<file path="config.mk">
export PLATFORM = sky130hd
export DESIGN_NAME = button_debounce_autorepeat_queue_top
export DESIGN_NICKNAME = d
export VERILOG_FILES = /design/src/design/bdaq_pkg.sv /design/src/design/bdaq_ram.sv /design/src/design/button_debounce_autorepeat_queue_top.sv
export SDC_FILE = /design/constraint.sdc
export NUM_CORES = 1
export LEC_CHECK = 0
export ABC_CLOCK_PERIOD_IN_PS = 5310
export BUFFER_PORTS_ARGS = -buffer_cell sky130_fd_sc_hd__clkbuf_2
export CORE_ASPECT_RATIO = 1.75
export CORE_MARGIN = 3
export CORE_UTILIZATION = 45
export CTS_BUF_LIST = sky130_fd_sc_hd__clkbuf_2 sky130_fd_sc_hd__clkbuf_4 sky130_fd_sc_hd__clkbuf_8
export CTS_CLUSTER_DIAMETER = 60
export DETAILED_ROUTE_END_ITERATION = 8
export GPL_TIMING_DRIVEN = 0
export SLEW_MARGIN = 10
export SYNTH_ARGS = -nofsm -noshare
export SYNTH_HDL_FRONTEND = slang
export SYNTH_SLANG_ARGS = --single-unit
</file>
<file path="constraint.sdc">
create_clock -name clk_i -period 5.31 [get_ports clk_i]
set_clock_uncertainty 0.2 [all_clocks]
set_input_delay 0.531 -clock clk_i [delete_from_list [all_inputs] [get_ports clk_i]]
set_output_delay 0.531 -clock clk_i [all_outputs]
set_load 0.05 [all_outputs]
</file>
<file path="src/design/bdaq_pkg.sv">
// Package for the button debounce / auto-repeat queue block.
// Holds default register values, item kind codes, register indexes and sizes.
// No dependencies.
package bdaq_pkg;

  localparam int NUM_BUTTONS_DEF = 4;
  localparam int QUEUE_DEPTH_DEF = 16;
  localparam int TIME_BITS_DEF   = 32;

  localparam int REG_W  = 16;
  localparam int CODE_W = 2;
  localparam int KEY_W  = 3;

  localparam logic [15:0] DEBOUNCE_RST = 16'd150;
  localparam logic [15:0] REPEAT_RST   = 16'd50;
  localparam logic [3:0]  MODES_RST    = 4'd12;

  // item kinds carried on the input tuser
  localparam logic [1:0] FUNC_TICK = 2'd0;
  localparam logic [1:0] FUNC_EDGE = 2'd1;
  localparam logic [1:0] FUNC_POP  = 2'd2;

  // configuration register indexes
  localparam logic [1:0] REG_DEBOUNCE = 2'd0;
  localparam logic [1:0] REG_REPEAT   = 2'd1;
  localparam logic [1:0] REG_MODES    = 2'd2;

  localparam logic [KEY_W-1:0] EMPTY_CODE = 3'd4;

endpackage

</file>
<file path="src/design/bdaq_ram.sv">
// Generic single-write, single-read RAM with registered read data.
// Used for the key code queue. No dependencies.
module bdaq_ram #(
  parameter int WIDTH = 2,
  parameter int DEPTH = 16
) (
  input  logic                     clk_i,
  input  logic                     we_i,
  input  logic [$clog2(DEPTH)-1:0] waddr_i,
  input  logic [WIDTH-1:0]         wdata_i,
  input  logic                     re_i,
  input  logic [$clog2(DEPTH)-1:0] raddr_i,
  output logic [WIDTH-1:0]         rdata_o
);

  logic [WIDTH-1:0] mem_q [DEPTH];
  logic [WIDTH-1:0] rdata_q;

  always_ff @(posedge clk_i) begin
    if (we_i) begin
      mem_q[waddr_i] <= wdata_i;
    end
    if (re_i) begin
      rdata_q <= mem_q[raddr_i];
    end
  end

  assign rdata_o = rdata_q;

endmodule

</file>
<file path="src/design/button_debounce_autorepeat_queue_top.sv">
// Button debounce / auto-repeat controller with a key code queue.
// Tick: accept, clock increment, then one timer per cycle through the shared
// subtractor. Edge: accept, gap, compare.
// Pop: accept, then the result is registered once the output register is free.
// Reset (rst_ni, async low) clears time, timers, queue pointers and lost flag;
// registers return to 150, 50 and 12. Queue contents are not cleared.
module button_debounce_autorepeat_queue_top
  import bdaq_pkg::*;
#(
  parameter int NUM_BUTTONS = NUM_BUTTONS_DEF,
  parameter int QUEUE_DEPTH = QUEUE_DEPTH_DEF,
  parameter int TIME_BITS   = TIME_BITS_DEF
) (
  input  logic             clk_i,
  input  logic             rst_ni,
  input  logic             s_axis_tvalid,
  output logic             s_axis_tready,
  input  logic [7:0]       s_axis_tdata,   // [1:0] button, [5:2] pin_levels
  input  logic [1:0]       s_axis_tuser,   // [1:0] func
  output logic             m_axis_tvalid,
  input  logic             m_axis_tready,
  output logic [7:0]       m_axis_tdata,   // [2:0] key_code, [3] lost
  input  logic             cfg_we_i,
  input  logic [1:0]       cfg_idx_i,
  input  logic [REG_W-1:0] cfg_data_i
);

  localparam int BtnW  = (NUM_BUTTONS > 1) ? $clog2(NUM_BUTTONS) : 1;
  localparam int PtrW  = $clog2(QUEUE_DEPTH);
  localparam int CntW  = $clog2(QUEUE_DEPTH + 1);
  localparam int AluW  = TIME_BITS + 1;
  localparam logic [BtnW-1:0] LastBtn = BtnW'(NUM_BUTTONS - 1);
  localparam logic [PtrW-1:0] LastPtr = PtrW'(QUEUE_DEPTH - 1);
  localparam logic [CntW-1:0] FullCnt = CntW'(QUEUE_DEPTH);

  typedef enum logic [2:0] {
    ST_IDLE,
    ST_TICK_INC,
    ST_TICK_SVC,
    ST_EDGE_GAP,
    ST_EDGE_CMP,
    ST_POP
  } state_e;

  state_e state_q;

  logic [REG_W-1:0]     debounce_q, repeat_q;
  logic [3:0]           modes_q;
  logic [TIME_BITS-1:0] now_q, gap_q;
  logic [TIME_BITS-1:0] last_q [NUM_BUTTONS];
  logic                 on_q   [NUM_BUTTONS];
  logic [REG_W-1:0]     left_q [NUM_BUTTONS];
  logic [BtnW-1:0]      btn_q;
  logic [3:0]           pins_q;
  logic [PtrW-1:0]      rd_ptr_q, wr_ptr_q;
  logic [CntW-1:0]      count_q;
  logic                 lost_q;
  logic                 pop_empty_q;
  logic                 m_valid_q;
  logic [KEY_W-1:0]     m_key_q;
  logic                 m_lost_q;

  logic                   in_acc;
  logic [1:0]             in_func;
  logic [7:0]             btn_ext;
  logic [BtnW-1:0]        in_btn;
  logic [7:0]             mode_ext, pin_ext;
  logic [NUM_BUTTONS-1:0] mode_vec, pin_vec;
  logic [REG_W-1:0]       period;
  logic [AluW-1:0]        alu_a, alu_b, alu_res;
  logic                   borrow;
  logic                   push_req, full, out_free;
  logic [CODE_W-1:0]      push_code, ram_rdata;

  assign in_acc   = s_axis_tvalid && s_axis_tready;
  assign in_func  = s_axis_tuser;
  assign btn_ext  = {6'b0, s_axis_tdata[1:0]};
  assign in_btn   = btn_ext[BtnW-1:0];
  assign mode_ext = {4'b0, modes_q};
  assign pin_ext  = {4'b0, pins_q};
  assign mode_vec = mode_ext[NUM_BUTTONS-1:0];
  assign pin_vec  = pin_ext[NUM_BUTTONS-1:0];
  assign period   = (repeat_q == '0) ? REG_W'(1) : repeat_q;
  assign full     = (count_q == FullCnt);
  assign out_free = !m_valid_q || m_axis_tready;
  assign s_axis_tready = (state_q == ST_IDLE);

  // Shared subtractor: clock increment, edge gap, debounce compare, timer count.
  always_comb begin
    alu_a = '0;
    alu_b = '0;
    unique case (state_q)
      ST_TICK_INC: begin
        alu_a = {1'b0, now_q};
        alu_b = {1'b0, {TIME_BITS{1'b1}}};
      end
      ST_TICK_SVC: begin
        alu_a = {{(AluW-REG_W){1'b0}}, left_q[btn_q]};
        alu_b = AluW'(1);
      end
      ST_EDGE_GAP: begin
        alu_a = {1'b0, now_q};
        alu_b = {1'b0, last_q[btn_q]};
      end
      ST_EDGE_CMP: begin
        alu_a = {{(AluW-REG_W){1'b0}}, debounce_q};
        alu_b = {1'b0, gap_q};
      end
      default: begin
        alu_a = '0;
        alu_b = '0;
      end
    endcase
    alu_res = alu_a - alu_b;
  end

  assign borrow = alu_res[AluW-1];

  // A timer expires when its count minus one is zero (or it underflows).
  always_comb begin
    push_req = 1'b0;
    if (state_q == ST_TICK_SVC) begin
      push_req = on_q[btn_q] && (borrow || (alu_res[REG_W-1:0] == '0));
    end else if (state_q == ST_EDGE_CMP) begin
      push_req = borrow && !mode_vec[btn_q];
    end
  end

  assign push_code = CODE_W'(btn_q);

  bdaq_ram #(
    .WIDTH(CODE_W),
    .DEPTH(QUEUE_DEPTH)
  ) u_queue (
    .clk_i  (clk_i),
    .we_i   (push_req && !full),
    .waddr_i(wr_ptr_q),
    .wdata_i(push_code),
    .re_i   (in_acc && (in_func == FUNC_POP)),
    .raddr_i(rd_ptr_q),
    .rdata_o(ram_rdata)
  );

  always_ff @(posedge clk_i or negedge rst_ni) begin
    if (!rst_ni) begin
      state_q     <= ST_IDLE;
      debounce_q  <= DEBOUNCE_RST;
      repeat_q    <= REPEAT_RST;
      modes_q     <= MODES_RST;
      now_q       <= '0;
      gap_q       <= '0;
      btn_q       <= '0;
      pins_q      <= '0;
      rd_ptr_q    <= '0;
      wr_ptr_q    <= '0;
      count_q     <= '0;
      lost_q      <= 1'b0;
      pop_empty_q <= 1'b0;
      m_valid_q   <= 1'b0;
      m_key_q     <= '0;
      m_lost_q    <= 1'b0;
      for (int i = 0; i < NUM_BUTTONS; i++) begin
        last_q[i] <= '0;
        on_q[i]   <= 1'b0;
        left_q[i] <= '0;
      end
    end else begin
      if (cfg_we_i) begin
        unique case (cfg_idx_i)
          REG_DEBOUNCE: debounce_q <= cfg_data_i;
          REG_REPEAT:   repeat_q   <= cfg_data_i;
          REG_MODES:    modes_q    <= cfg_data_i[3:0];
          default:      ;
        endcase
      end

      // drop the taken word unless a pop refills the register this cycle
      if (m_valid_q && m_axis_tready && (state_q != ST_POP)) begin
        m_valid_q <= 1'b0;
      end

      // queue push, shared by timer service and one-shot edges
      if (push_req) begin
        if (full) begin
          lost_q <= 1'b1;
        end else begin
          wr_ptr_q <= (wr_ptr_q == LastPtr) ? '0 : wr_ptr_q + PtrW'(1);
          count_q  <= count_q + CntW'(1);
        end
      end

      unique case (state_q)
        ST_IDLE: begin
          if (in_acc) begin
            pins_q <= s_axis_tdata[5:2];
            unique case (in_func)
              FUNC_TICK: begin
                btn_q   <= '0;
                state_q <= ST_TICK_INC;
              end
              FUNC_EDGE: begin
                if (btn_ext < 8'(NUM_BUTTONS)) begin
                  btn_q   <= in_btn;
                  state_q <= ST_EDGE_GAP;
                end
              end
              FUNC_POP: begin
                pop_empty_q <= (count_q == '0);
                state_q     <= ST_POP;
              end
              default: ;
            endcase
          end
        end
        ST_TICK_INC: begin
          now_q   <= alu_res[TIME_BITS-1:0];
          state_q <= ST_TICK_SVC;
        end
        ST_TICK_SVC: begin
          if (on_q[btn_q]) begin
            if (!push_req) begin
              left_q[btn_q] <= alu_res[REG_W-1:0];
            end else if (!pin_vec[btn_q]) begin
              on_q[btn_q]   <= 1'b0;
              left_q[btn_q] <= '0;
            end else begin
              left_q[btn_q] <= period;
            end
          end
          if (btn_q == LastBtn) begin
            state_q <= ST_IDLE;
          end else begin
            btn_q <= btn_q + BtnW'(1);
          end
        end
        ST_EDGE_GAP: begin
          gap_q   <= alu_res[TIME_BITS-1:0];
          state_q <= ST_EDGE_CMP;
        end
        ST_EDGE_CMP: begin
          // borrow means gap > debounce: the edge counts
          if (borrow && mode_vec[btn_q]) begin
            on_q[btn_q]   <= 1'b1;
            left_q[btn_q] <= period;
          end
          last_q[btn_q] <= now_q;
          state_q       <= ST_IDLE;
        end
        ST_POP: begin
          if (out_free) begin
            m_valid_q <= 1'b1;
            m_key_q   <= pop_empty_q ? EMPTY_CODE : {1'b0, ram_rdata};
            m_lost_q  <= lost_q;
            lost_q    <= 1'b0;
            if (!pop_empty_q) begin
              rd_ptr_q <= (rd_ptr_q == LastPtr) ? '0 : rd_ptr_q + PtrW'(1);
              count_q  <= count_q - CntW'(1);
            end
            state_q <= ST_IDLE;
          end
        end
        default: state_q <= ST_IDLE;
      endcase
    end
  end

  assign m_axis_tvalid = m_valid_q;
  assign m_axis_tdata  = {4'b0, m_lost_q, m_key_q};

`ifndef SYNTHESIS
  a_count_range: assert property (@(posedge clk_i) disable iff (!rst_ni)
    count_q <= FullCnt)
    else $error("queue count above depth");

  a_ptr_match: assert property (@(posedge clk_i) disable iff (!rst_ni)
    (count_q == '0 || count_q == FullCnt) |-> (rd_ptr_q == wr_ptr_q))
    else $error("queue pointers disagree with count");

  a_lost_clear: assert property (@(posedge clk_i) disable iff (!rst_ni)
    (state_q == ST_POP && out_free) |=> !lost_q)
    else $error("lost flag not cleared by pop");

  a_out_src: assert property (@(posedge clk_i) disable iff (!rst_ni)
    $rose(m_valid_q) |-> $past(state_q == ST_POP))
    else $error("result word raised outside pop");
`endif

endmodule
</file>
==> results of run 1 <==
-- flip-flops by register name, indices dropped and copies added, names as in the netlist, 5 cells and up, named ones only --
register / count
now_q: 32
gap_q: 32
debounce_q: 16
repeat_q: 16
left_q: 64
count_q: 5
u_queue.mem_q: 32
last_q: 128
-- path summary, 6_finish.rpt --
kind	start	endpoint	slack, ps
min in group asynchronous	rst_ni	rd_ptr_q[1]	330
max	btn_q[0]	left_q[61]	-50
min reg2reg	gap_q[22]	gap_q[22]	280
max in group asynchronous	rst_ni	debounce_q[7]	3190
max reg2reg	btn_q[0]	left_q[61]	-50
min	m_axis_tready	m_axis_tvalid	40
-- routing by layer --
metal	global-route usage (%)	routed length, um	part of all wire [%]	up-vias
met5	0	0	0	-
met4	22.26	6148	9.5	0
li1	-	-	-	6727
met2	51.85	34420	53	576
met3	3.637	2785	4.3	296
met1	28.23	21570	33	7723
-- kinds of logic after synthesis --
| logic type | Yosys count |
|---|---|
| adder cells (fa/ha/maj) | 44 |
| XOR/XNOR | 33 |
| other | 1 |
| AND/OR/NAND/NOR | 443 |
| multiplexers | 247 |
| AO/OA/AOI/OAI | 459 |
| buffers and inverters | 145 |
| flip-flops | 359 |
-- cell usage in the layout, fill, tap and decap left out, types with 18 or more instances in the layout --
cell / synthesis / routed
sky130_fd_sc_hd__a21o_1: 19 / 18
sky130_fd_sc_hd__clkbuf_8: 0 / 79
sky130_fd_sc_hd__dlygate4sd3_1: 0 / 23
sky130_fd_sc_hd__clkbuf_4: 0 / 26
sky130_fd_sc_hd__nand2_1: 150 / 134
sky130_fd_sc_hd__a21oi_1: 131 / 116
sky130_fd_sc_hd__dfrtp_1: 316 / 311
sky130_fd_sc_hd__a211oi_2: 7 / 20
sky130_fd_sc_hd__ha_1: 43 / 36
sky130_fd_sc_hd__edfxtp_1: 34 / 34
sky130_fd_sc_hd__inv_1: 22 / 21
sky130_fd_sc_hd__clkbuf_2: 0 / 54
sky130_fd_sc_hd__o21a_1: 23 / 21
sky130_fd_sc_hd__buf_4: 6 / 49
sky130_fd_sc_hd__nor2_1: 127 / 115
sky130_fd_sc_hd__clkbuf_1: 90 / 44
sky130_fd_sc_hd__nor2b_1: 20 / 18
sky130_fd_sc_hd__o21ai_0: 106 / 97
sky130_fd_sc_hd__a221oi_2: 6 / 23
sky130_fd_sc_hd__mux2_2: 185 / 185
sky130_fd_sc_hd__and2_1: 42 / 29
sky130_fd_sc_hd__nor3_1: 27 / 25
sky130_fd_sc_hd__mux4_2: 55 / 55
-- worst max-delay path, stage by stage, from the launching register on --
cell and delay, ps:
sky130_fd_sc_hd__dfrtp_4 420, sky130_fd_sc_hd__clkbuf_16 190, sky130_fd_sc_hd__mux4_2 500, sky130_fd_sc_hd__a22oi_1 170, sky130_fd_sc_hd__nor2_1 70, sky130_fd_sc_hd__a21oi_1 140, sky130_fd_sc_hd__ha_2 220, sky130_fd_sc_hd__inv_2 40
sky130_fd_sc_hd__fa_2 340, sky130_fd_sc_hd__a21o_1 230, sky130_fd_sc_hd__a22oi_2 140, sky130_fd_sc_hd__buf_6 150, sky130_fd_sc_hd__a2111oi_4 80, sky130_fd_sc_hd__or2_1 270, sky130_fd_sc_hd__o311a_4 380, sky130_fd_sc_hd__nand4b_1 230
sky130_fd_sc_hd__o31ai_4 240, sky130_fd_sc_hd__buf_12 160, sky130_fd_sc_hd__buf_8 100, sky130_fd_sc_hd__and2_4 150, sky130_fd_sc_hd__buf_12 160, sky130_fd_sc_hd__nand2b_4 90, sky130_fd_sc_hd__buf_12 160, sky130_fd_sc_hd__buf_12 150
sky130_fd_sc_hd__a21oi_4 130, sky130_fd_sc_hd__a221oi_2 70
-- cell type report --
type | count | area [sq um]
flip-flops and latches | 359 | 9176
inverters | 22 | 82.58
clock inverters | 10 | 86.33
diodes | 1 | 2.502
well taps | 555 | 694.4
clock buffers | 91 | 1140
fillers | 3697 | 18500
repair buffers | 125 | 1211
multi-input cells | 1230 | 10200
plain buffers | 113 | 778.2
-- timing repair --
item | 4_1_cts | 5_1_grt
cloned | 3 | 3
resized for setup | 199 | 102
hold buffers | 23 | 0
setup buffers | 40 | 19
pin swaps | 44 | 78
setup endpoints to repair | 144 | 104
hold endpoints to repair | 120 | 0
-- through the flow --
stage          std cells  setup TNS, ps  hold WS, ps  area (sq um)  util, %
6_report            2506         -546.2        39.11         23370    55.82
5_1_grt             2506         -13470        19.95         23370    55.82
4_1_cts             2487          -1816        6.234         22750    54.33
3_5_place_dp        2329        -249240        265.4         20130    48.07
3_3_place_gp        2325       -1408390        250.1         20020    47.82
2_1_floorplan       1734              0        35.41         19150        -
==> metrics.json, run 1 <==
{
  "synth": {
    "mean_syn_cell_area_sq_um": 11.05,
    "synth.lib_cells_used.distinct": 82,
    "synthAdderAreaFrac_pct": 2.918,
    "synth_xor_area_share_pct": 1.550,
    "synth.cell_area_sq_um": 19130,
    "synth_top_area_share_pct": 41.35,
    "synthArstFlopShare_pct": 90.53,
    "netlist.top_cell.by_area": "sky130_fd_sc_hd__dfrtp_1",
    "synth_area_leaders": "sky130_fd_sc_hd__dfrtp_1 41%, sky130_fd_sc_hd__mux2_2 11%, sky130_fd_sc_hd__mux4_2 6.5%, sky130_fd_sc_hd__edfxtp_1 5.3%, sky130_fd_sc_hd__a21oi_1 3.4%",
    "synth_mux_area_share_pct": 17.74,
    "postSynthRegisterBits": 359,
    "synth_top_cells_by_count": "316 x sky130_fd_sc_hd__dfrtp_1, 185 x sky130_fd_sc_hd__mux2_2, 150 x sky130_fd_sc_hd__nand2_1",
    "synth_top_family_by_area": "multiplexers",
    "synthesis.instances": 1731,
    "synth_simple_gate_area_share_pct": 10.83,
    "synth_seq_area_share_pct": 47.92,
    "yosys_most_used_dff": "sky130_fd_sc_hd__dfrtp_1",
    "count_of_flip_flops_with_a_built_in_enable_after_synthesis": 34,
    "synth-compound-area-share_pct": 15.71,
    "yosys_warning_count": 0,
    "synth.most_common_cell": "sky130_fd_sc_hd__dfrtp_1"
  },
  "timing": {
    "period_minus_slack_ps": 5363,
    "finalHoldViolations": 0,
    "fmax_mhz": 186.5,
    "timing.max_slew.rel_slack_pct": 29.45,
    "final_slew_violations": 0,
    "final_worst_path_cycle_share_pct": 101.0,
    "grt_setup_unrepaired": "true",
    "worst_slack_ps": -52.97,
    "final-setup-viol-count": 33,
    "tightest_slew_ps": 1049
  },
  "setup_path": {
    "endpoint_kind_of_the_worst_setup_timing_path": "flop",
    "crit_path_max_fanout": 8,
    "timing.critical_path.arrival_ps": 5660,
    "startpoint_types": "flop",
    "path_class": "flop to flop",
    "reg2reg_depth": 25,
    "crit_required_ps": 5610
  },
  "final_layout": {
    "finish.net_count": 1982,
    "post_route_cells_drive_above_1_share_pct": 35.28,
    "syn2layout_area_growth_pct": 22.19
  },
  "clock_tree": {
    "cts_made_buffers": 54,
    "cts_tree": "yes",
    "ctsHtreeMaxLevel": 2,
    "clk_transition_reported_paths_ps": 70,
    "cts.path.max_buffers": 3,
    "clkLatencyLatePin_ps": 630,
    "cts_num_sinks": 359,
    "clockRootBuffer": "sky130_fd_sc_hd__clkbuf_8"
  },
  "routing": {
    "drtIter0Drc": 970,
    "routed_wirelength_um": 64920,
    "vias": 15320,
    "detail-route-antenna-nets": 0,
    "dr.pass1.iters": 5,
    "avgViaCountPerCell": 6.114,
    "drt-wirelength-per-cell_um": 25.91,
    "post-route-drc-count": 0
  },
  "die": {
    "rows": 99,
    "initial_utilization_pct": 45.68,
    "die_x_um": 161.8,
    "vertical_die_dimension_um": 278.7,
    "coreArea_sq_um": 41870,
    "pin_count": 43,
    "area_enclosed_by_the_die_boundary_sq_um": 45110
  },
  "placed_design": {
    "portBuffers": 36,
    "routabilityCongestion": 1.013,
    "post-place-ws_ps": -2362,
    "detailedPlacementHpwl_um": 45930
  },
  "status": {
    "outcome": "finished with violations",
    "failed_checks": "setup timing"
  },
  "global_routing": {
    "globalRoute.totalOverflow": 0,
    "grt_antenna_before_repair": 1,
    "grt_max_degree": 93,
    "grt_pass1_wl_um": 96360,
    "grt.total_usage_pct": 28.22,
    "grt_pass1_vias": 16060
  },
  "hold_path": {
    "holdCritPathClass": "input port to flop",
    "hold_depth": 3
  },
  "job": {
    "maxCapViolations": 0
  }
}
Power of run 1 is not shown: default switching activity piles up to over one toggle a cycle in this logic, so the estimate is an artifact.
==> run 2, diff against run 1 <==
--- a/config.mk
+++ b/config.mk
@@ -18,3 +18,4 @@
 export SYNTH_ARGS = -nofsm -noshare
 export SYNTH_HDL_FRONTEND = slang
 export SYNTH_SLANG_ARGS = --single-unit
+export TNS_END_PERCENT = 20
==> run 2 against run 1 <==
  * The flow still finishes with violations (setup timing)
  * Register-to-register slack barely moved
  * Global-route usage fell by 0.050 points
  * Final area decreased by 0.44%
  * Sequential share of layout area is 0.17 points higher
  * Non-clock buffer count fell by 5
  * Critical path depth shrank 5
  * First-iteration DRC count is 2.7% lower
  * Via count shrank 0.59%
==> metrics.json, run 2 (synthesis gave the netlist of run 1 again) <==
{
  "final_layout": {
    "layout.cells.most_common": "sky130_fd_sc_hd__dfrtp_1",
    "registers.top_by_ff_count": "last_q",
    "layout.filler_cells": {"value": 3720, "change": "+0.62%"},
    "final_cell_mix": "311 x sky130_fd_sc_hd__dfrtp_1, 185 x sky130_fd_sc_hd__mux2_2, 133 x sky130_fd_sc_hd__nand2_1",
    "largest_reg_flops": {"value": 128, "change": "unchanged"},
    "final_core_util": {"value": 55.57, "unit": "%", "change": "-0.25 points"},
    "layout_top_registers": "last_q: 128 flops, left_q: 64 flops",
    "post_route_cells_drive_above_1_share": {"value": 34.29, "unit": "%", "change": "-0.99 points"},
    "finish.net_count": {"value": 1977, "change": "-0.25%"},
    "syn2layout_area_growth_pct": 21.65
  },
  "routing": {
    "avgViaCountPerCell": {"value": 6.090, "change": "-0.40%"},
    "routed_wirelength": {"value": 64650, "unit": "um", "change": "-0.42%"},
    "detail-route-antenna-nets": {"value": 0, "change": "unchanged"},
    "drt-wirelength-per-cell": {"value": 25.85, "unit": "um", "change": "-0.22%"},
    "dr.pass1.iters": {"value": 5, "change": "unchanged"},
    "post-route-drc-count": {"value": 0, "change": "unchanged"},
    "drtIter0Drc": {"value": 944, "change": "-2.7%"},
    "vias": {"value": 15230, "change": "-0.59%"}
  },
  "setup_path": {
    "slowest_delay": {"value": 580, "unit": "ps", "change": "+80 ps"},
    "endpoint_kind_of_the_worst_setup_timing_path": "flop",
    "crit_path_max_fanout": {"value": 10, "change": "+2"},
    "slowest_stage": "sky130_fd_sc_hd__mux4_2",
    "crit_chain": "clkbuf_16, buf_6, mux4_2, a22oi_2, o21ai_0, ha_1, a21oi_1, o21ai_0, a221o_1, o2111ai_1, and3b_2, o21ai_4, buf_4, buf_12, o21bai_2, buf_4, and2_1, clkbuf_4, nor2_1, a221oi_1",
    "crit_required": {"value": 5600, "unit": "ps", "change": "about the same"},
    "regToRegSetupSlack": {"value": -40, "unit": "ps", "change": "about the same"},
    "startpoint_types": "flop",
    "path_class": "flop to flop",
    "timing.critical_path.arrival": {"value": 5640, "unit": "ps", "change": "-20 ps"}
  },
  "die": {
    "rows": {"value": 99, "change": "unchanged"},
    "area_enclosed_by_the_die_boundary": {"value": 45110, "unit": "sq um", "change": "unchanged"},
    "die_x": {"value": 161.8, "unit": "um", "change": "unchanged"},
    "vertical_die_dimension": {"value": 278.7, "unit": "um", "change": "unchanged"},
    "pin_count": {"value": 43, "change": "unchanged"},
    "coreArea": {"value": 41870, "unit": "sq um", "change": "unchanged"},
    "initial_utilization": {"value": 45.68, "unit": "%", "change": "unchanged"}
  },
  "placed_design": {
    "routabilityCongestion": {"value": 1.013, "change": "unchanged"},
    "post-place-ws": {"value": -2362, "unit": "ps", "change": "unchanged"},
    "portBuffers": {"value": 36, "change": "unchanged"},
    "detailedPlacementHpwl": {"value": 45930, "unit": "um", "change": "unchanged"}
  },
  "clock_tree": {
    "cts.path.max_buffers": {"value": 3, "change": "unchanged"},
    "clockRootBuffer": "sky130_fd_sc_hd__clkbuf_8",
    "cts_num_sinks": {"value": 359, "change": "unchanged"},
    "clkLatencyLatePin": {"value": 630, "unit": "ps", "change": "about the same"},
    "ctsHtreeMaxLevel": {"value": 2, "change": "unchanged"},
    "clk_transition_reported_paths": {"value": 70, "unit": "ps", "change": "about the same"},
    "cts_made_buffers": {"value": 54, "change": "unchanged"},
    "cts_tree": "yes"
  },
  "timing": {
    "final_worst_path_cycle_share": {"value": 100.7, "unit": "%", "change": "-0.25 points"},
    "final-setup-viol-count": {"value": 27, "change": "-18%"},
    "grt_setup_unrepaired": "true",
    "fmax": {"value": 186.9, "unit": "MHz", "change": "+0.25%"},
    "final_slew_violations": {"value": 0, "change": "unchanged"},
    "worst_slack": {"value": -39.47, "unit": "ps", "change": "+13.51 ps"},
    "tightest_slew": {"value": 1187, "unit": "ps", "change": "+138.9 ps"},
    "period_minus_slack": {"value": 5349, "unit": "ps", "change": "-13.51 ps"},
    "hold-worst-slack": {"value": 44.45, "unit": "ps", "change": "+5.341 ps"},
    "finalHoldViolations": {"value": 0, "change": "unchanged"},
    "timing.max_slew.rel_slack": {"value": 20.11, "unit": "%", "change": "-9.3 points"}
  },
  "global_routing": {
    "grt.total_usage": {"value": 28.17, "unit": "%", "change": "-0.050 points"},
    "grt_pass1_wl": {"value": 96230, "unit": "um", "change": "-0.14%"},
    "grt_max_degree": {"value": 93, "change": "unchanged"},
    "grt_antenna_before_repair": {"value": 1, "change": "unchanged"},
    "globalRoute.totalOverflow": {"value": 0, "change": "unchanged"},
    "grt_pass1_vias": {"value": 16010, "change": "-0.31%"}
  },
  "status": {
    "outcome": "finished with violations",
    "failed_checks": "setup timing"
  },
  "hold_path": {
    "holdCritPathClass": "input port to flop"
  },
  "job": {
    "maxCapViolations": {"value": 0, "change": "unchanged"}
  }
}
==> run 2: layout make-up <==
class | count | area, sq um | share of cell area, %
Antenna cell | 1 | 2.502 | 0.01076
Buffer | 112 | 774.5 | 3.329
Clock buffer | 91 | 1140 | 4.899
Clock inverter | 10 | 86.33 | 0.3710
Inverter | 22 | 82.58 | 0.3549
Multi-Input combinational cell | 1230 | 10080 | 43.30
Sequential cell | 359 | 9176 | 39.44
Tap cell | 555 | 694.4 | 2.985
Timing Repair Buffer | 121 | 1235 | 5.308
==> run 2: critical path: cells and delay by family, from the launching register on <==
family / cells / cell delay, ps
AO/OA/AOI/OAI: 9 / 1840
adder cells (fa/ha/maj): 1 / 410
buffers and inverters: 6 / 1220
flip-flops: 1 / 420
multiplexers: 1 / 580
AND/OR/NAND/NOR: 3 / 490
==> run 2: worst paths after layout <==
kind	cells past startpoint	end	start
setup / recovery	20	left_q[46]	btn_q[0]
hold / removal	3	m_axis_tvalid	m_axis_tready
setup reg to reg	20	left_q[46]	btn_q[0]
hold reg to reg	2	gap_q[22]	gap_q[22]
max in group asynchronous	4	debounce_q[7]	rst_ni
min in group asynchronous	2	rd_ptr_q[1]	rst_ni
==> run 2: repair_timing <==
item,4_1_cts,5_1_grt
setup endpoints to repair,144,105
resized for setup,179,98
gates cloned,2,6
hold endpoints to repair,120,0
hold buffers,23,0
setup buffers,38,13
pin swaps,36,69
==> run 2: through the flow <==
step,std cells,setup TNS [ps],instance area [sq um]
after floorplan,1734,0,19150
after global placement,2325,-1408390,20020
after detailed placement,2329,-249240,20130
after CTS,2484,-1768,22630
after global routing,2501,-13870,23270
final,2501,-562.8,23270
==> run 2: metal layers <==
layer  global-route usage, %  wire (um)  vias to the layer above
li1                        -          -                     6721
met1                   28.23      21420                     7670
met2                   51.56      34050                      567
met3                   3.681       2664                      273
met4                   22.44       6505                        0
met5                       0          0                        -
Power of run 2 is left out for the same reason.
